**src/sv/eeg_pkg.sv**
```systemverilog
// package for the extended euclid gcd block
`timescale 1ns / 1ps
`default_nettype none
package eeg_pkg;
    localparam int OPERAND_WIDTH_DEF = 64;
    localparam int FIELD_WIDTH = 64;
    localparam int COEF_WIDTH = 64;
endpackage
`default_nettype wire

```
**src/sv/eeg_div_unit.sv**
```systemverilog
// shared restoring divider with horner accumulation of quotient times coefficients
`timescale 1ns / 1ps
`default_nettype none
module eeg_div_unit
    import eeg_pkg::*;
#(
    parameter int OPERAND_WIDTH = OPERAND_WIDTH_DEF
)(
    input  wire logic                     clk,
    input  wire logic                     rst_n,
    input  wire logic                     start,
    input  wire logic [OPERAND_WIDTH-1:0] dividend,
    input  wire logic [OPERAND_WIDTH-1:0] divisor,
    input  wire logic [COEF_WIDTH-1:0]    mult_x,
    input  wire logic [COEF_WIDTH-1:0]    mult_y,
    output logic                          done,
    output logic [OPERAND_WIDTH-1:0]      remainder,
    output logic [COEF_WIDTH-1:0]         prod_x,
    output logic [COEF_WIDTH-1:0]         prod_y
);
    localparam int CW = (OPERAND_WIDTH > 1) ? $clog2(OPERAND_WIDTH) : 1;

    logic                     busy_reg, busy_next;
    logic                     done_reg, done_next;
    logic [CW-1:0]            cnt_reg, cnt_next;
    logic [OPERAND_WIDTH-1:0] dvd_reg, dvd_next;
    logic [OPERAND_WIDTH-1:0] rem_reg, rem_next;
    logic [COEF_WIDTH-1:0]    accx_reg, accx_next;
    logic [COEF_WIDTH-1:0]    accy_reg, accy_next;
    logic [OPERAND_WIDTH:0]   trial;
    logic                     fits;

    // one quotient bit per cycle, msb first
    assign trial = {rem_reg, dvd_reg[OPERAND_WIDTH-1]};
    assign fits  = trial >= {1'b0, divisor};

    always_comb
    begin
        busy_next = busy_reg;
        done_next = 1'b0;
        cnt_next  = cnt_reg;
        dvd_next  = dvd_reg;
        rem_next  = rem_reg;
        accx_next = accx_reg;
        accy_next = accy_reg;
        if (start)
        begin
            busy_next = 1'b1;
            cnt_next  = CW'(OPERAND_WIDTH - 1);
            dvd_next  = dividend;
            rem_next  = '0;
            accx_next = '0;
            accy_next = '0;
        end
        else if (busy_reg)
        begin
            dvd_next  = dvd_reg << 1;
            rem_next  = fits ? OPERAND_WIDTH'(trial - {1'b0, divisor})
                             : OPERAND_WIDTH'(trial);
            accx_next = (accx_reg << 1) + (fits ? mult_x : '0);
            accy_next = (accy_reg << 1) + (fits ? mult_y : '0);
            cnt_next  = cnt_reg - 1'b1;
            if (cnt_reg == '0)
            begin
                busy_next = 1'b0;
                done_next = 1'b1;
            end
        end
    end

    always_ff @(posedge clk or negedge rst_n)
    begin
        if (!rst_n)
        begin
            busy_reg <= 1'b0;
            done_reg <= 1'b0;
        end
        else
        begin
            busy_reg <= busy_next;
            done_reg <= done_next;
        end
    end

    always_ff @(posedge clk)
    begin
        cnt_reg  <= cnt_next;
        dvd_reg  <= dvd_next;
        rem_reg  <= rem_next;
        accx_reg <= accx_next;
        accy_reg <= accy_next;
    end

    assign done      = done_reg;
    assign remainder = rem_reg;
    assign prod_x    = accx_reg;
    assign prod_y    = accy_reg;
endmodule
`default_nettype wire

```
**src/sv/extended_euclid_gcd.sv**
```systemverilog
// top level of the extended euclid gcd block
// usage:
//   input channel in_valid/in_ready carries operand_a and operand_b; a transfer
//   happens when both are high. only the low OPERAND_WIDTH bits are used
//   output channel out_valid/out_ready carries divisor, coef_x, coef_y with
//   operand_a*coef_x + operand_b*coef_y == divisor (coefs two's complement)
// operation:
//   each quotient step starts the shared restoring divider from the check
//   state and waits for its done in the div state, which then updates a, b
//   and the coefficients; the number of euclid divisions is zero when
//   operand_b is zero and at most ~93 at 64 bits
//   the divider yields one quotient bit per cycle
// flow:
//   in_ready is high only while idle; one item at a time
//   the result is held stable in output registers until its transfer
//   a stalled receiver keeps the block from taking the next item
// reset:
//   asynchronous active-low reset returns to idle with out_valid low
`timescale 1ns / 1ps
`default_nettype none
module extended_euclid_gcd
    import eeg_pkg::*;
#(
    parameter int OPERAND_WIDTH = OPERAND_WIDTH_DEF
)(
    input  wire logic                   clk,
    input  wire logic                   rst_n,
    input  wire logic                   in_valid,
    output logic                        in_ready,
    input  wire logic [FIELD_WIDTH-1:0] operand_a,
    input  wire logic [FIELD_WIDTH-1:0] operand_b,
    output logic                        out_valid,
    input  wire logic                   out_ready,
    output logic [FIELD_WIDTH-1:0]      divisor,
    output logic signed [COEF_WIDTH-1:0] coef_x,
    output logic signed [COEF_WIDTH-1:0] coef_y
);
    typedef enum logic [1:0] {ST_IDLE, ST_CHECK, ST_DIV, ST_OUT} state_t;

    state_t                   state_reg;
    logic [OPERAND_WIDTH-1:0] a_reg, b_reg;
    // coefficients for a (p) and for b (c)
    logic [COEF_WIDTH-1:0]    px_reg, py_reg, cx_reg, cy_reg;
    logic [FIELD_WIDTH-1:0]   gcd_reg;
    logic [COEF_WIDTH-1:0]    ox_reg, oy_reg;

    logic                     div_start;
    logic                     div_done;
    logic [OPERAND_WIDTH-1:0] div_rem;
    logic [COEF_WIDTH-1:0]    div_px, div_py;

    // start the divider when a nonzero divisor is seen
    assign div_start = (state_reg == ST_CHECK) && (b_reg != '0);

    eeg_div_unit #(
        .OPERAND_WIDTH (OPERAND_WIDTH)
    ) u_div (
        .clk       (clk),
        .rst_n     (rst_n),
        .start     (div_start),
        .dividend  (a_reg),
        .divisor   (b_reg),
        .mult_x    (cx_reg),
        .mult_y    (cy_reg),
        .done      (div_done),
        .remainder (div_rem),
        .prod_x    (div_px),
        .prod_y    (div_py)
    );

    always_ff @(posedge clk or negedge rst_n)
    begin
        if (!rst_n)
        begin
            state_reg <= ST_IDLE;
        end
        else
        begin
            case (state_reg)
                ST_IDLE:
                begin
                    if (in_valid)
                    begin
                        a_reg     <= operand_a[OPERAND_WIDTH-1:0];
                        b_reg     <= operand_b[OPERAND_WIDTH-1:0];
                        px_reg    <= COEF_WIDTH'(1);
                        py_reg    <= '0;
                        cx_reg    <= '0;
                        cy_reg    <= COEF_WIDTH'(1);
                        state_reg <= ST_CHECK;
                    end
                end
                ST_CHECK:
                begin
                    if (b_reg == '0)
                    begin
                        gcd_reg   <= FIELD_WIDTH'(a_reg);
                        ox_reg    <= px_reg;
                        oy_reg    <= py_reg;
                        state_reg <= ST_OUT;
                    end
                    else
                    begin
                        state_reg <= ST_DIV;
                    end
                end
                ST_DIV:
                begin
                    // (a,b) <- (b, a mod b); (p,c) <- (c, p - q*c)
                    if (div_done)
                    begin
                        a_reg     <= b_reg;
                        b_reg     <= div_rem;
                        px_reg    <= cx_reg;
                        py_reg    <= cy_reg;
                        cx_reg    <= px_reg - div_px;
                        cy_reg    <= py_reg - div_py;
                        state_reg <= ST_CHECK;
                    end
                end
                ST_OUT:
                begin
                    if (out_ready)
                    begin
                        state_reg <= ST_IDLE;
                    end
                end
                default:
                begin
                    state_reg <= ST_IDLE;
                end
            endcase
        end
    end

    assign in_ready  = (state_reg == ST_IDLE);
    assign out_valid = (state_reg == ST_OUT);
    assign divisor   = gcd_reg;
    assign coef_x    = ox_reg;
    assign coef_y    = oy_reg;
endmodule
`default_nettype wire

```
**config.mk**
```make
export PLATFORM = sky130hd
export DESIGN_NAME = extended_euclid_gcd
export DESIGN_NICKNAME = d
export VERILOG_FILES = /design/src/sv/eeg_pkg.sv /design/src/sv/eeg_div_unit.sv /design/src/sv/extended_euclid_gcd.sv
export SDC_FILE = /design/constraint.sdc
export NUM_CORES = 2
export LEC_CHECK = 0
export BUFFER_PORTS_ARGS = -buffer_cell sky130_fd_sc_hd__clkbuf_2
export CORE_ASPECT_RATIO = 2
export CORE_UTILIZATION = 67
export DETAILED_ROUTE_END_ITERATION = 16
export PLACE_DENSITY = 0.95
export SYNTH_ARGS = -nofsm -noshare
export SYNTH_HDL_FRONTEND = slang
export SYNTH_SLANG_ARGS = --single-unit
```
**constraint.sdc**
```tcl
create_clock -name clk -period 69.8 [get_ports clk]
set_input_delay 3.49 -clock clk [delete_from_list [all_inputs] [get_ports clk]]
set_output_delay 3.49 -clock clk [all_outputs]
set_load 0.005 [all_outputs]
```
Word-level counts from Yosys, hierarchy flattened
Index checks and enable logic that the tools add are counted.

Input port bits: 132. Register bits after elaboration: 842.

Reductions and logical operators: 10. Add/subtract/negate cells: 6. Multiplexer cells: 32. Equal/unequal tests: 6. Order comparisons: 1.

Operators with widths (count): 64-bit two-way mux (15); 64-bit case mux with 2 select lines (6); 64-bit subtractor (3); 64-bit adder (2); 65-bit by 64-bit greater-or-equal comparator with 1-bit output (1); 64-bit logical NOT (1); 64-bit nonzero test (1); 2-bit case mux with 4 select lines (1); 1-bit two-way mux (7); 6-bit logical NOT (1); 2-bit two-way mux (3); 3-bit AND reduction (2); 6-bit by 1-bit subtractor with 6-bit output (second input constant) (1); 2-bit == test (second input constant) (2); 2-bit by 1-bit inequality test with 1-bit output (second input constant) (2); 4-bit AND reduction (1); 2-bit nonzero test (2); 2-bit by 1-bit == test with 1-bit output (second input constant) (1); 2-bit logical NOT (1); 2-bit inequality test (second input constant) (1); 1-bit logical AND (1).

Depth between registers and ports, before layout
Word-level depth: 4. Mapped depth: 26.

Modules after synthesis
From an unflattened synthesis, not the netlist that was laid out.

Cells, all modules: 5208. Area, all modules: 50138.1 µm².

Modules (own cells, without submodules): extended_euclid_gcd (area each 28586.2 µm², seq. area each 17346.6 µm², cells each 2534, instances 1); eeg_div_unit (area each 21551.9 µm², seq. area each 5935.7 µm², cells each 2674, instances 1).

Worst setup path after synthesis
No wires, ideal clock.

Path kind: in2reg. From: input port in_valid. To: register a_reg[0] (enable). Library setup time: 1.679 ns. Setup slack: 36.985 ns. Path buffers: 0. Stages on the path: 2. Arrival: 31.136 ns. Data required time: 68.121 ns. Cells stage by stage: mux2i_1 nor3b_1.

Longest elaborated chain between the ends: 2.

Ends and longest elaborated chain: from (decl) (line extended_euclid_gcd.sv:28) `input wire logic in_valid,`; 2-bit inequality test (no source line); 4-bit AND reduction (no source line); to (signal assigned) (line extended_euclid_gcd.sv:84) `a_reg <= operand_a[OPERAND_WIDTH-1:0];`; to (signal assigned) (line extended_euclid_gcd.sv:112) `a_reg <= b_reg;`; to (decl) (line extended_euclid_gcd.sv:41) `logic [OPERAND_WIDTH-1:0] a_reg, b_reg;`.

Every way passes these cells. A chain may end at the register's enable or synchronous reset.

Worst setup path in the final report
From: register b_reg[38]. To: register u_div.accx_reg[61], in the netlist u_div.prod_x[61].

Longest elaborated chain between the ends: 3.

Ends and longest elaborated chain: from (decl) (line extended_euclid_gcd.sv:41); from (signal assigned) (line extended_euclid_gcd.sv:85) `b_reg <= operand_b[OPERAND_WIDTH-1:0];`; from (signal assigned) (line extended_euclid_gcd.sv:113) `b_reg <= div_rem;`; 65-bit by 64-bit greater-or-equal comparator with 1-bit output (line eeg_div_unit.sv:35) `assign fits = trial >= {1'b0, divisor};`; 64-bit two-way mux (line eeg_div_unit.sv:60) `accx_next = (accx_reg << 1) + (fits ? mult_x : '0);`; 64-bit adder (line eeg_div_unit.sv:60); to (signal assigned) (line eeg_div_unit.sv:90) `accx_reg <= accx_next;`; to (decl) (line eeg_div_unit.sv:28) `logic [COEF_WIDTH-1:0] accx_reg, accx_next;`.

Several ways; a longest one is shown, not always the timed one.

==> impl.org <==
** Clocking
- In this run, CTS created clock tree buffers numbering 76.
- CTS-repair resized insts :: 0
- CTS root buffer :: clkbuf_16
- In this run the deepest clock path goes through 3 buffers.
- Number of clock sinks :: between 800 and 900
- Once the clock tree was built, the setup fixing pass inserted 0 buffers.
- TritonCTS built the clock tree.
- Clock network latency to the later pin of the worst-skew pair :: around 0.70 ns
- Hold buffer count at cts :: 0
- Clock slew at reported path FFs :: around 0.07 ns
- Maximum level of the CTS H-tree :: 3

** STA
- In the finished design, the share of the clock period the worst path needs comes to between 10% and 20%.
- In the final timing run, aggregate negative setup slack is 0 ns.
- Setup repair after global routing left no endpoint under its margin.
- Hold Fails Final Rpt :: 0
- Shortest period the worst path allows :: 7.585 ns
- At the pin with the least slew margin, the transition time is ~1.4 ns.
- For this run, the top clock speed supported by timing is about 130 MHz.
- Between clock sinks in the finished design, the worst skew comes to 0.03649 ns.
- The worst pin sits at a relative slew slack of around 6.6%.
- The final max-slew violation count is 0.
- Setup violations remaining at the end of the flow were counted as 0.

** Power and ir drop
- Net switching is around 47% of the power.
- Power density over cell area :: roughly 56 mW/mm2
- For this design the total switching power over the nets is roughly 1.4 mW.
- Max IR drop VDD :: approximately 0.00010 V
- Sequential cells account for 26.6% of the total power.
- Leakage dissipation :: between 20 and 25 nW
- Combinational logic burns 59.1% of the power.
- The internal power of the cells totals around 1.6 mW.
- Post-layout total power :: ~3.1 mW
- Relative contribution of the clock network to total power :: between 10 and 15%

** Setup path
- The slowest stage of the critical path belongs to the cell or4b_1.
- Setup crit end kind :: register
- The worst setup path is launched from a register.
- Maximum fanout count along the critical path :: 71
- Cell type with the highest occurrence count on the critical path :: a211oi_1
- The worst setup path is of the reg -> reg kind.
- In this design, the largest share of critical-path delay is due to compound AO/OA/AOI/OAI gates.
- Worst stage delay on the critical path :: ~0.65 ns
- CP Data Required Time :: approximately 70 ns
- Arrival time of data at the critical path endpoint :: 8.20 ns
- The number of buffers and inverters on the critical path is 3.

** Logic synthesis
- Yosys attributes the largest share of cell area to edfxtp_1 (38%), dfxtp_1 (7.9%), ha_1 (7.9%).
- The synthesized netlist contains 80 unique library cells.
- During synthesis, Yosys emitted a total of 0 warnings.
- Portion of the post-synthesis area used by sequential elements :: a little under half
- Number of flops mapped to enable cells by yosys :: 640
- nand2_1 is the most common cell in the netlist.
- Post-synthesis async set-or-reset flop share :: less than 1%
- Multiplexer share of the synthesized area :: ~2.2%
- Simple-gate area share of the yosys netlist :: around 17%
- Compound-cell area share of the yosys netlist :: 17.12%
- After Yosys synthesis, full adders, half adders and majority gates account for 8.085% of the synthesized area.
- Post-synthesis share of cell area spent on xor and xnor gates :: between 4 and 5%
- Netlist Area Pre-Place :: between 0.05 and 0.06 mm2
- edfxtp_1 takes more of the synthesized area than any other cell.
- Counting every instance in the synthesized netlist gives approximately 5300.
- In the synthesized netlist, the cells that appear most often are nand2_1 (791), edfxtp_1 (640), a21oi_1 (390).
- Mean cell area of the mapped netlist :: 9.436 um2
- Synthesized Nets :: 5767
- Combinational family with the most area after synthesis :: simple AND/OR/NAND/NOR gates
- Share of Yosys cell area claimed by the top area cell type :: a little under two fifths
- Leading register cell type out of synthesis :: edfxtp_1
- In this run, synthesis produced a sequential element count of between 800 and 900.

** Die
- Measured along the y axis, the die boundary spans about 390 um.
- Width of the chip :: 195.4 um
- The floorplan step defined a die boundary enclosing approximately 0.076 mm2.
- In this run the core area contains ~140 standard-cell rows.
- Starting Density :: 67.83%
- Placeable core region :: approximately 0.074 mm2
- between 300 and 400 I/O pins were placed.

** Final layout
- In the final design database the tool counted a little under 6000 nets.
- Compared with the post-synthesis result, the final layout area differs by 9.217%.
- Fill cells in the final layout number roughly 5100.
- Fraction of final layout cells with drive strength greater than 1 :: around a tenth

** Routing
- For this block, the routed nets add up to 156900 um of wire.
- In this run, the number of DRC markers left after iteration 0 of detailed routing was 3891.
- Wirelength per Cell :: around 24 um
- For this block, the via count after detailed routing is 43000.
- DR pass1 iterations :: 8
- For this run, design rule violations remaining after detail routing come to 0.
- Once detail routing completed, the nets flagged for antenna violations numbered 0.
- Vias/cell :: 6.641

** Global route
- Across every metal layer, demand over resource in global routing totals 41.11%.
- The first global-routing pass estimated between 200000 and 250000 um of wire.
- Global-route congestion overflow total :: 0
- The number of antenna violations at the first check in global routing came to 4.
- Entering global routing, the biggest net connects approximately 220 pins.
- Number of global-route vias before repair :: ~43000

** Place
- Input and output buffers added on the ports amount to between 300 and 400.
- Final weighted congestion of routability-driven global placement :: roughly 1.0
- After legalization and detailed placement, the total HPWL measured around 110000 um.

** Worst hold path
- In this run the worst hold path is classified as reg -> reg.

** Run
- Max-Cap Viols :: 0

** Outcome
- Result of the run :: completed
[layer usage]
layer  part of all wire [%]  routed length (um)  global-route usage, %  up-vias
met3                    8.1               12750                  8.569      892
li1                       -                   -                      -    19380
met1                     32               49480                  40.35    20200
met5                  0.014                  22                      0        -
met4                     11               16850                  39.07        4
met2                     50               77790                  71.41     2529
[worst paths after layout]
path	endpoint	slack (ns)	depth (start not counted)	from
worst max register to register	u_div.prod_x[61]$_SDFFE_PP0P_	62.22	25	b_reg[38]$_DFFE_PP_
max in group asynchronous	u_div.busy_reg$_DFF_PN0_	67.00	1	rst_n
worst min-delay path	divisor[7]$_DFFE_PP_	0.44	0	a_reg[7]$_DFFE_PP_
worst max-delay path	u_div.prod_x[61]$_SDFFE_PP0P_	62.22	25	b_reg[38]$_DFFE_PP_
min in group asynchronous	u_div.busy_reg$_DFF_PN0_	2.61	1	rst_n
worst min register to register	divisor[7]$_DFFE_PP_	0.44	0	a_reg[7]$_DFFE_PP_
[stage by stage]
step	worst slack, ns	cell area, um2	hold WS, ns	std cells	util [%]
floorplan	36.98	50140	0.4174	5314	-
global placement	62.59	52210	0.4290	6331	70.64
detailed placement	62.42	52210	0.4318	6331	70.64
CTS	62.34	54750	0.4330	6472	74.06
global route	61.83	54770	0.4505	6475	74.09
finish	62.22	54770	0.4373	6475	74.09
[power by group through the flow]
| stage | Sequential, mW | Clock, mW | Combinational, mW |
|---|---|---|---|
| after floorplan | 0.809 | 0 | 1.32 |
| final | 0.817 | 0.438 | 1.81 |
| after global placement | 0.815 | 0 | 1.70 |
| after global routing | 0.825 | 0.455 | 1.96 |
| after detailed placement | 0.821 | 0 | 1.74 |
| after CTS | 0.812 | 0.439 | 1.76 |
[worst register-to-register path, delay by kind of cell (launching register included)]
kind,cells,cell delay [ns]
compound gates,14,3.70
fa+ha+maj,3,1.05
buf+inv,3,0.78
flops,1,0.42
simple gates,5,1.57
[logic make-up (layout without fill, tap and decap cells)]
| kind of cell | after synthesis | count (layout) |
|---|---|---|
| other | 0 | 2 |
| xor gates and xnor gates | 258 | 258 |
| AOI/OAI and AO/OA | 1360 | 1360 |
| and+or+nand+nor | 1872 | 1872 |
| buffers and inverters | 553 | 783 |
| muxes | 108 | 108 |
| DFF | 842 | 842 |
| adders and majority gates | 321 | 321 |
[cell usage in the layout (no fill, tap or decap), types with 11 or more instances in the layout]
master | synthesis | routed
o22ai_1 | 26 | 26
a21oi_1 | 390 | 390
nor2b_1 | 37 | 36
a211o_1 | 11 | 11
ha_1 | 316 | 316
o31ai_1 | 25 | 25
clkbuf_2 | 0 | 325
clkbuf_16 | 0 | 81
nand3_1 | 79 | 79
nor2_1 | 359 | 358
dfxtp_1 | 198 | 198
xnor2_1 | 155 | 155
and2_1 | 274 | 274
and4_1 | 19 | 19
a21boi_0 | 19 | 19
clkinv_1 | 0 | 11
buf_4 | 2 | 36
nor3_1 | 59 | 59
o21a_1 | 38 | 38
nand2_1 | 791 | 791
a211oi_1 | 61 | 61
clkinv_2 | 0 | 11
nor3b_1 | 17 | 15
and3_1 | 35 | 35
xor2_1 | 103 | 103
a221oi_1 | 11 | 11
a21o_1 | 186 | 186
o211ai_1 | 25 | 25
o21bai_1 | 71 | 71
a2111oi_0 | 15 | 15
nand4_1 | 90 | 90
o21ai_0 | 307 | 306
nor4_1 | 27 | 26
nand2b_1 | 48 | 47
inv_1 | 280 | 278
a31oi_1 | 67 | 67
mux2i_1 | 103 | 103
o31a_1 | 12 | 12
edfxtp_1 | 640 | 640
[cell type report]
class | instances | area (um2) | share of cell area, %
diodes | 2 | 5.005 | 0.009139
clock buffers | 91 | 2064 | 3.770
clock inverters | 50 | 467.9 | 0.8545
inverters | 280 | 1054 | 1.924
multi-input cells | 3919 | 24810 | 45.30
flip-flops and latches | 842 | 23290 | 42.52
well taps | 929 | 1162 | 2.122
repair buffers | 362 | 1917 | 3.500
Note: power is estimated with default switching activity, not from simulation.
